<file path="src/rtl/kcre_pkg.sv">
// ----------------------------------------------------------------------------
// kcre_pkg
// Shared types and constants of the key color run encoder.
// ----------------------------------------------------------------------------
package kcre_pkg;

  localparam int unsigned MAX_LINE    = 4096;
  localparam int unsigned IDX_W       = $clog2(MAX_LINE);
  localparam int unsigned OFF_W       = 12;
  localparam int unsigned PIX_W       = 32;
  localparam int unsigned CFG_IDX_W   = 8;
  localparam int unsigned QUEUE_DEPTH = 4;
  localparam int unsigned QPTR_W      = $clog2(QUEUE_DEPTH);
  localparam int unsigned QCNT_W      = $clog2(QUEUE_DEPTH + 1);

  localparam logic [PIX_W-1:0] RGB_MASK = 32'h00FF_FFFF;

  localparam logic [CFG_IDX_W-1:0] REG_KEY_COLOR     = 8'd0;
  localparam logic [CFG_IDX_W-1:0] REG_COMPARE_ALPHA = 8'd1;

  typedef logic [IDX_W-1:0] index_t;
  typedef logic [OFF_W-1:0] offset_t;
  typedef logic [PIX_W-1:0] pixel_t;

  typedef struct packed {
    pixel_t  pixel;
    logic    run_start;
    offset_t run_offset;
    logic    run_end;
    logic    line_end;
  } result_t;

  // one entry per input beat that yields results: held pixel first, then
  // the line-closing pixel
  typedef struct packed {
    logic    a_valid;
    result_t a;
    logic    b_valid;
    result_t b;
  } entry_t;

  typedef struct packed {
    logic   valid;
    entry_t entry;
  } head_t;

endpackage

</file>
<file path="src/rtl/kcre_front.sv">
// ----------------------------------------------------------------------------
// kcre_front
// Accepts pixels, compares them with the key color, tracks run state and
// pushes the results that each beat releases.
// ----------------------------------------------------------------------------
module kcre_front (
  input  logic                             clk_i,
  input  logic                             rst_ni,
  input  logic                             cfg_valid_i,
  output logic                             cfg_ready_o,
  input  logic [kcre_pkg::CFG_IDX_W-1:0]   cfg_index_i,
  input  logic [31:0]                      cfg_data_i,
  input  logic                             s_axis_tvalid,
  output logic                             s_axis_tready,
  input  logic [31:0]                      s_axis_tdata,  // pixel[31:0]
  input  logic                             s_axis_tlast,  // last_in_line
  input  logic                             full_i,
  output logic                             push_o,
  output kcre_pkg::entry_t                 push_entry_o
);

  kcre_pkg::pixel_t  key_color_q;
  logic              compare_alpha_q;
  kcre_pkg::pixel_t  held_pixel_q, held_pixel_d;
  logic              held_valid_q, held_valid_d;
  logic              held_start_q, held_start_d;
  kcre_pkg::offset_t held_offset_q, held_offset_d;
  kcre_pkg::index_t  pixel_index_q, pixel_index_d;
  kcre_pkg::index_t  prev_last_q, prev_last_d;

  kcre_pkg::pixel_t  mask;
  logic              is_key;
  logic              accept;
  logic              start;
  kcre_pkg::offset_t off;

  assign cfg_ready_o   = 1'b1;
  assign s_axis_tready = !full_i;
  assign accept        = s_axis_tvalid && s_axis_tready;

  assign mask   = compare_alpha_q ? '1 : kcre_pkg::RGB_MASK;
  assign is_key = ((s_axis_tdata ^ key_color_q) & mask) == '0;
  assign start  = !held_valid_q;
  assign off    = start ? (kcre_pkg::offset_t'(pixel_index_q)
                           - kcre_pkg::offset_t'(prev_last_q)) : '0;

  always_comb begin
    push_entry_o.a_valid      = held_valid_q;
    push_entry_o.a.pixel      = held_pixel_q;
    push_entry_o.a.run_start  = held_start_q;
    push_entry_o.a.run_offset = held_offset_q;
    push_entry_o.a.run_end    = is_key;
    push_entry_o.a.line_end   = is_key && s_axis_tlast;
    push_entry_o.b_valid      = !is_key && s_axis_tlast;
    push_entry_o.b.pixel      = s_axis_tdata;
    push_entry_o.b.run_start  = start;
    push_entry_o.b.run_offset = off;
    push_entry_o.b.run_end    = 1'b1;
    push_entry_o.b.line_end   = 1'b1;
  end

  assign push_o = accept && (push_entry_o.a_valid || push_entry_o.b_valid);

  always_comb begin
    held_pixel_d  = held_pixel_q;
    held_valid_d  = held_valid_q;
    held_start_d  = held_start_q;
    held_offset_d = held_offset_q;
    pixel_index_d = pixel_index_q;
    prev_last_d   = prev_last_q;
    if (accept) begin
      held_valid_d = !is_key && !s_axis_tlast;
      if (!is_key) begin
        prev_last_d   = pixel_index_q;
        held_pixel_d  = s_axis_tdata;
        held_start_d  = start;
        held_offset_d = off;
      end
      if (s_axis_tlast) begin
        pixel_index_d = '0;
        prev_last_d   = '0;
        held_start_d  = 1'b0;
        held_offset_d = '0;
        held_pixel_d  = '0;
      end else if (pixel_index_q == kcre_pkg::index_t'(kcre_pkg::MAX_LINE - 1)) begin
        pixel_index_d = '0;
      end else begin
        pixel_index_d = pixel_index_q + 1'b1;
      end
    end
  end

  always_ff @(posedge clk_i or negedge rst_ni) begin
    if (!rst_ni) begin
      key_color_q     <= '0;
      compare_alpha_q <= 1'b1;
      held_pixel_q    <= '0;
      held_valid_q    <= 1'b0;
      held_start_q    <= 1'b0;
      held_offset_q   <= '0;
      pixel_index_q   <= '0;
      prev_last_q     <= '0;
    end else begin
      if (cfg_valid_i) begin
        case (cfg_index_i)
          kcre_pkg::REG_KEY_COLOR:     key_color_q     <= cfg_data_i;
          kcre_pkg::REG_COMPARE_ALPHA: compare_alpha_q <= cfg_data_i[0];
          default: ;
        endcase
      end
      held_pixel_q  <= held_pixel_d;
      held_valid_q  <= held_valid_d;
      held_start_q  <= held_start_d;
      held_offset_q <= held_offset_d;
      pixel_index_q <= pixel_index_d;
      prev_last_q   <= prev_last_d;
    end
  end

endmodule

</file>
<file path="src/rtl/kcre_queue.sv">
// ----------------------------------------------------------------------------
// kcre_queue
// Short show-ahead queue of result entries between front and back.
// ----------------------------------------------------------------------------
module kcre_queue (
  input  logic             clk_i,
  input  logic             rst_ni,
  input  logic             push_i,
  input  kcre_pkg::entry_t push_entry_i,
  output logic             full_o,
  input  logic             pop_i,
  output kcre_pkg::head_t  head_o
);

  kcre_pkg::entry_t              store_q [kcre_pkg::QUEUE_DEPTH];
  logic [kcre_pkg::QPTR_W-1:0]   wr_ptr_q, rd_ptr_q;
  logic [kcre_pkg::QCNT_W-1:0]   count_q;
  logic                          do_pop;

  assign full_o       = count_q == kcre_pkg::QCNT_W'(kcre_pkg::QUEUE_DEPTH);
  assign head_o.valid = count_q != '0;
  assign head_o.entry = store_q[rd_ptr_q];
  assign do_pop       = pop_i && head_o.valid;

  always_ff @(posedge clk_i) begin
    if (push_i) begin
      store_q[wr_ptr_q] <= push_entry_i;
    end
  end

  always_ff @(posedge clk_i or negedge rst_ni) begin
    if (!rst_ni) begin
      wr_ptr_q <= '0;
      rd_ptr_q <= '0;
      count_q  <= '0;
    end else begin
      if (push_i) begin
        wr_ptr_q <= wr_ptr_q + 1'b1;
      end
      if (do_pop) begin
        rd_ptr_q <= rd_ptr_q + 1'b1;
      end
      case ({push_i, do_pop})
        2'b10:   count_q <= count_q + 1'b1;
        2'b01:   count_q <= count_q - 1'b1;
        default: count_q <= count_q;
      endcase
    end
  end

endmodule

</file>
<file path="src/rtl/kcre_back.sv">
// ----------------------------------------------------------------------------
// kcre_back
// Splits queue entries into result beats and drives the output register.
// ----------------------------------------------------------------------------
module kcre_back (
  input  logic            clk_i,
  input  logic            rst_ni,
  input  kcre_pkg::head_t head_i,
  output logic            pop_o,
  output logic            m_axis_tvalid,
  input  logic            m_axis_tready,
  output logic [47:0]     m_axis_tdata,  // out_pixel[31:0], run_offset[43:32], zero pad
  output logic [1:0]      m_axis_tuser,  // run_start[0], run_end[1]
  output logic            m_axis_tlast   // line_end
);

  logic              out_valid_q;
  kcre_pkg::result_t out_q, out_d;
  logic              phase_q, phase_d;
  logic              load;
  logic              take_a;

  assign load   = head_i.valid && (!out_valid_q || m_axis_tready);
  assign take_a = head_i.entry.a_valid && !phase_q;

  always_comb begin
    out_d   = take_a ? head_i.entry.a : head_i.entry.b;
    pop_o   = 1'b0;
    phase_d = phase_q;
    if (load) begin
      if (take_a && head_i.entry.b_valid) begin
        phase_d = 1'b1;
      end else begin
        pop_o   = 1'b1;
        phase_d = 1'b0;
      end
    end
  end

  always_ff @(posedge clk_i or negedge rst_ni) begin
    if (!rst_ni) begin
      out_valid_q <= 1'b0;
      phase_q     <= 1'b0;
    end else begin
      phase_q <= phase_d;
      if (load) begin
        out_valid_q <= 1'b1;
      end else if (m_axis_tready) begin
        out_valid_q <= 1'b0;
      end
    end
  end

  always_ff @(posedge clk_i) begin
    if (load) begin
      out_q <= out_d;
    end
  end

  assign m_axis_tvalid = out_valid_q;
  assign m_axis_tdata  = {4'b0, out_q.run_offset, out_q.pixel};
  assign m_axis_tuser  = {out_q.run_end, out_q.run_start};
  assign m_axis_tlast  = out_q.line_end;

endmodule

</file>
<file path="src/rtl/key_color_run_encoder_core.sv">
// ----------------------------------------------------------------------------
// key_color_run_encoder_core
// Color key run encoder: splits scan lines into runs of non-key pixels.
// ----------------------------------------------------------------------------
// Usage:
//   s_axis carries one ARGB pixel per beat, tlast on the last pixel of a line.
//   m_axis carries each non-key pixel once; tuser flags run start and run
//   end, tdata holds the pixel and the run offset, tlast marks line end.
//   cfg writes key_color (index 0) and compare_alpha (index 1); always ready,
//   write only while the block is idle.
// Throughput: one pixel per cycle while the queue is not full. A line ending on
//   a non-key pixel right after another non-key pixel yields two beats, which the
//   back end sends one after the other; the four-entry queue absorbs this.
// Path: a pixel is held until the next pixel shows whether it ends its
//   run, then goes from that beat through the queue into the output
//   register and onto m_axis.
// Reset: clears run state, queue and output; key_color 0, compare_alpha 1.
// Stall: a stalled m_axis holds its beat; s_axis tready drops once the
//   queue fills.
// ----------------------------------------------------------------------------
module key_color_run_encoder_core (
  input  logic                           clk_i,
  input  logic                           rst_ni,
  input  logic                           cfg_valid_i,
  output logic                           cfg_ready_o,
  input  logic [kcre_pkg::CFG_IDX_W-1:0] cfg_index_i,
  input  logic [31:0]                    cfg_data_i,
  input  logic                           s_axis_tvalid,
  output logic                           s_axis_tready,
  input  logic [31:0]                    s_axis_tdata,  // pixel[31:0]
  input  logic                           s_axis_tlast,  // last_in_line
  output logic                           m_axis_tvalid,
  input  logic                           m_axis_tready,
  output logic [47:0]                    m_axis_tdata,  // out_pixel[31:0], run_offset[43:32]
  output logic [1:0]                     m_axis_tuser,  // run_start[0], run_end[1]
  output logic                           m_axis_tlast   // line_end
);

  logic             push;
  kcre_pkg::entry_t push_entry;
  logic             full;
  logic             pop;
  kcre_pkg::head_t  head;

  kcre_front u_front (
    .clk_i         (clk_i),
    .rst_ni        (rst_ni),
    .cfg_valid_i   (cfg_valid_i),
    .cfg_ready_o   (cfg_ready_o),
    .cfg_index_i   (cfg_index_i),
    .cfg_data_i    (cfg_data_i),
    .s_axis_tvalid (s_axis_tvalid),
    .s_axis_tready (s_axis_tready),
    .s_axis_tdata  (s_axis_tdata),
    .s_axis_tlast  (s_axis_tlast),
    .full_i        (full),
    .push_o        (push),
    .push_entry_o  (push_entry)
  );

  kcre_queue u_queue (
    .clk_i        (clk_i),
    .rst_ni       (rst_ni),
    .push_i       (push),
    .push_entry_i (push_entry),
    .full_o       (full),
    .pop_i        (pop),
    .head_o       (head)
  );

  kcre_back u_back (
    .clk_i         (clk_i),
    .rst_ni        (rst_ni),
    .head_i        (head),
    .pop_o         (pop),
    .m_axis_tvalid (m_axis_tvalid),
    .m_axis_tready (m_axis_tready),
    .m_axis_tdata  (m_axis_tdata),
    .m_axis_tuser  (m_axis_tuser),
    .m_axis_tlast  (m_axis_tlast)
  );

endmodule

</file>
<file path="config.mk">
export PLATFORM = sky130hd
export DESIGN_NAME = key_color_run_encoder_core
export DESIGN_NICKNAME = d
export VERILOG_FILES = /design/src/rtl/kcre_pkg.sv /design/src/rtl/kcre_front.sv /design/src/rtl/kcre_queue.sv /design/src/rtl/kcre_back.sv /design/src/rtl/key_color_run_encoder_core.sv
export SDC_FILE = /design/constraint.sdc
export NUM_CORES = 1
export LEC_CHECK = 0
export ABC_AREA = 1
export ABC_CLOCK_PERIOD_IN_PS = 7200
export BUFFER_PORTS_ARGS = -buffer_cell sky130_fd_sc_hd__buf_2
export CORE_UTILIZATION = 40
export CTS_BUF_LIST = sky130_fd_sc_hd__clkbuf_2 sky130_fd_sc_hd__clkbuf_4 sky130_fd_sc_hd__clkbuf_8
export CTS_CLUSTER_DIAMETER = 50
export DETAILED_ROUTE_END_ITERATION = 6
export GPL_ROUTABILITY_DRIVEN = 0
export PLACE_DENSITY = 0.62
export RECOVER_POWER = 100
export SETUP_SLACK_MARGIN = 0.02
export SKIP_LAST_GASP = 1
export SYNTH_ARGS = -nofsm -noshare
export SYNTH_HDL_FRONTEND = slang
export SYNTH_SLANG_ARGS = --single-unit
export TNS_END_PERCENT = 50
</file>
<file path="constraint.sdc">
create_clock -name clk_i -period 7.2 [get_ports clk_i]
set_input_delay 1.44 -clock clk_i [delete_from_list [all_inputs] [get_ports clk_i]]
set_output_delay 1.44 -clock clk_i [all_outputs]
set_load 0.01 [all_outputs]
</file>
==> results.md <==
* RSZ-0062 raised after global routing: false
* Remaining Overflow, GRT at 0
* Area grow syn2layout at 13.6%
* First-pass GRT wire length at 81.6 mm
* Non-filler instance count after layout at approximately 2,700
* CP max-delay cell: dfrtp_1
* Maxcap violations at 10
* Post-Syn Area per Cell at between 10 and 15 um^2
* Max Slew Vio Count at between 400 and 500
* Warnings, synthesis at 0
* GRT Util Overall at 0.190
* Asr flop ratio synth at 0.209
* Chip Height at 235 um
* Worst ir drop on vdd at 0.226 mV
* Seq/Total Area, Yosys at 0.715
* Design Power at 10.2 mW
* Crit. End Element: register
* Period utilisation layout at 0.744
* Clk_lat worst skew at 0.68 ns
* Max clock buf depth at 3
* Cell Chain, Critical Path: inv_4, o21ai_0, a21oi_2, inv_2, buf_4, nor2_1, a31oi_1
* CP top delay family: buffers and inverters
* Setup TNS at 0 ns
* Postcts setup bufs at 0
* CP bufs+invs at 3
* DRC marker count from the first detailed-route iteration at 1,052
* Worst setup path start: u_queue.rd_ptr_q[0]
* Final min period at ~5.4 ns
* Leak at 9.28 nW
* Via density at around 5.2
* Violated checks: capacitance limit, slew limit
* WP data arrival at just under 6 ns
* Reg-to-Reg Start: u_queue.rd_ptr_q[0]
* Vias in the first global route at 14,200
* Nets at about 2,100
* Run status: finished with violations
* Post-DR wirelength/cell at between 15 and 20 um
* Clock slew at reported path FFs at 0.06 ns
* Worst setup SP type: register
* Clock buffer count from CTS at 89
* Routed Antenna Nets at 0
* Die area at ~55,000 um^2
* DP Area at 22,900 um^2
* Largest net degree at the start of global routing at 84
* Fin area at 24,600 um^2
* Site Rows at 84
* Root buf cell: clkbuf_8
* Most common cell after layout, fill and taps aside: edfxtp_1
* CTS tree: built
* WS Path Type: register to register
* TritonRoute pass-1 iters at 4
* Drt total wl at 52.7 mm
* Hold-fix buffers, CTS at 0
* HPWL after detailed placement at 28.2 mm
* Main synth FF type: edfxtp_1
* Initial Util at 0.409
* Die width at about 230 um
* Initial antenna violation count at 1
* Number of flops mapped to enable cells by yosys at about 420
* Register bit total from synthesis at 535
* Post_cts resized at 0
* Switching power at 3.63 mW
* Slew margin rel. at -1.53
* Seq pwr share at 0.446
* Vias at approximately 14,000
* Number of cells on the critical path at 7
* CP max stage delay at between 1.5 and 2 ns
* Fmax at 187 MHz
* Hold slack at 0.490 ns
* Hold WC Path Type: register to register
* Worst Path Max Fanout at 79
* Crit path capture: u_back.m_axis_tdata[36]
* R2r setup slk at 1.84 ns
* Layout cells sized above 1 at 0.119
* Cell count after synthesis at 1,841
* PortBufs at 126
* Least-Margin Pin Slew at 3.79 ns
* Setup violators final at 0
* Internal cell power at 6.62 mW
* RR Endpoint: u_back.m_axis_tdata[36]
* CORE AREA at 53,100 um^2
* Switching Share at 0.355
* Final hold vios at 0
* Post-Synthesis Cell Area at 21,700 um^2
* Most frequent cells in the layout: edfxtp_1, nor2_1, nand2_1
* Worst Skew at 0.0359 ns
* DRC at 0
* Htree depth at 3
* Pwr/cell area at 416 nW/um^2
* Synth cell types at 42
* Placed cell count at 2,578
* Worst r2r path cells at 7
* Critical Path RT at 7.64 ns
* Sink Count at 535
* Top-level port count at 132
* Clk network pwr share at 0.274
* Comb power frac at 0.281
* Layout filler cell count at 4,774
==> cell usage after synthesis, types with 2 or more instances <==
master,number,share of area
edfxtp_1,423,0.59
nor2_1,370,0.064
nand2_1,229,0.040
o21ai_0,229,0.053
dfrtp_1,111,0.13
nand3_1,88,0.020
inv_1,74,0.013
a31oi_1,47,0.014
clkbuf_1,46,0.0080
o22ai_1,46,0.013
buf_2,34,0.0078
a21oi_1,22,0.0051
xnor2_1,22,0.0089
ha_1,17,0.0098
buf_4,12,0.0042
nand3_2,11,0.0051
buf_1,6,0.0010
xor2_1,6,0.0024
inv_2,5,0.00087
nor2_2,5,0.0014
buf_6,4,0.0021
o21ai_1,4,0.00092
a211oi_1,3,0.0010
nand2_2,3,0.00087
nand4_1,3,0.00087
conb_1,2,0.00035
fa_1,2,0.0018
nor3_1,2,0.00046
o221ai_1,2,0.00081
==> power by group through the flow <==
stage                     clock network, mW  logic [mW]  registers, mW
after CTS                              2.86        2.96           4.55
after global placement                    0        2.91           4.58
after floorplan                           0        1.89           4.62
after global routing                   3.00        3.20           4.64
after detailed placement                  0        2.95           4.60
final                                  2.80        2.88           4.57
==> through the flow <==
| step | setup WS [ns] | utilization |
|---|---|---|
| final | 1.84 | 0.464 |
| after floorplan | 0.556 | - |
| after global routing | 1.52 | 0.464 |
| after global placement | 2.84 | 0.432 |
| after CTS | 3.16 | 0.468 |
| after detailed placement | 2.81 | 0.432 |
==> kinds of logic (layout without fill, tap and decap cells) <==
logic type,Yosys count,after routing,share of synthesized area
flip-flops,535,535,0.715
XOR/XNOR,28,28,0.0113
buffers and inverters,183,395,0.0379
AND/OR/NAND/NOR,717,717,0.135
adder cells (fa/ha/maj),19,19,0.0116
other,2,6,0.000346
AO/OA/AOI/OAI,357,357,0.0890
==> per-layer routing <==
| layer | up-vias | GRT usage | wire [um] |
|---|---|---|---|
| met3 | 99 | 0.0332 | 2540 |
| met1 | 7127 | 0.249 | 23400 |
| met5 | - | 0 | 0 |
| met4 | 0 | 0.0642 | 1240 |
| li1 | 6730 | - | - |
| met2 | 394 | 0.318 | 25500 |
==> tightest hold or removal path, delay by kind of cell, from the launching register on <==
family          cells  cell delay (ns)
flops               1             0.35
compound gates      1             0.06
simple gates        1             0.05
==> flip-flops by register name (all words and copies together) (netlist names) <==
signal and count:
u_front.compare_alpha_q 1, u_back.m_axis_tvalid 1, u_queue.rd_ptr_q 2, u_front.key_color_q 32
u_back.m_axis_tlast 1, u_front.held_pixel_q 32, u_back.m_axis_tdata 44, u_front.held_valid_q 1
u_front.held_offset_q 12, u_queue.count_q 3, u_front.held_start_q 1, u_back.phase_q 1
u_back.m_axis_tuser 2, u_front.pixel_index_q 12, u_queue.store_q 376, u_queue.wr_ptr_q 2
u_front.prev_last_q 12
==> worst min path at each step <==
stage / slack, ns / depth (start not counted) / endpoint / from
finish: 0.49 / 2 / u_queue.count_q[1] / u_queue.count_q[1]
global route: 0.51 / 2 / u_front.key_color_q[21] / u_front.key_color_q[21]
CTS: 0.49 / 2 / u_queue.count_q[1] / u_queue.count_q[1]
detailed placement: 0.48 / 2 / u_queue.count_q[1] / u_queue.count_q[1]
global placement: 0.46 / 2 / u_queue.count_q[1] / u_queue.count_q[1]
floorplan: 0.45 / 2 / u_queue.count_q[1] / u_queue.count_q[1]
==> final cells by class <==
class                           instances  area (um^2)  area share
Multi-Input combinational cell       1126         5390       0.219
Antenna cell                            1         2.50    0.000102
Tap cell                              688          861      0.0349
Clock buffer                          138         1670      0.0679
Timing Repair Buffer                  149          688      0.0279
Sequential cell                       535        15500       0.629
Inverter                               80          303      0.0123
Clock inverter                         28          221     0.00899
(Power assumes the default switching activity.)
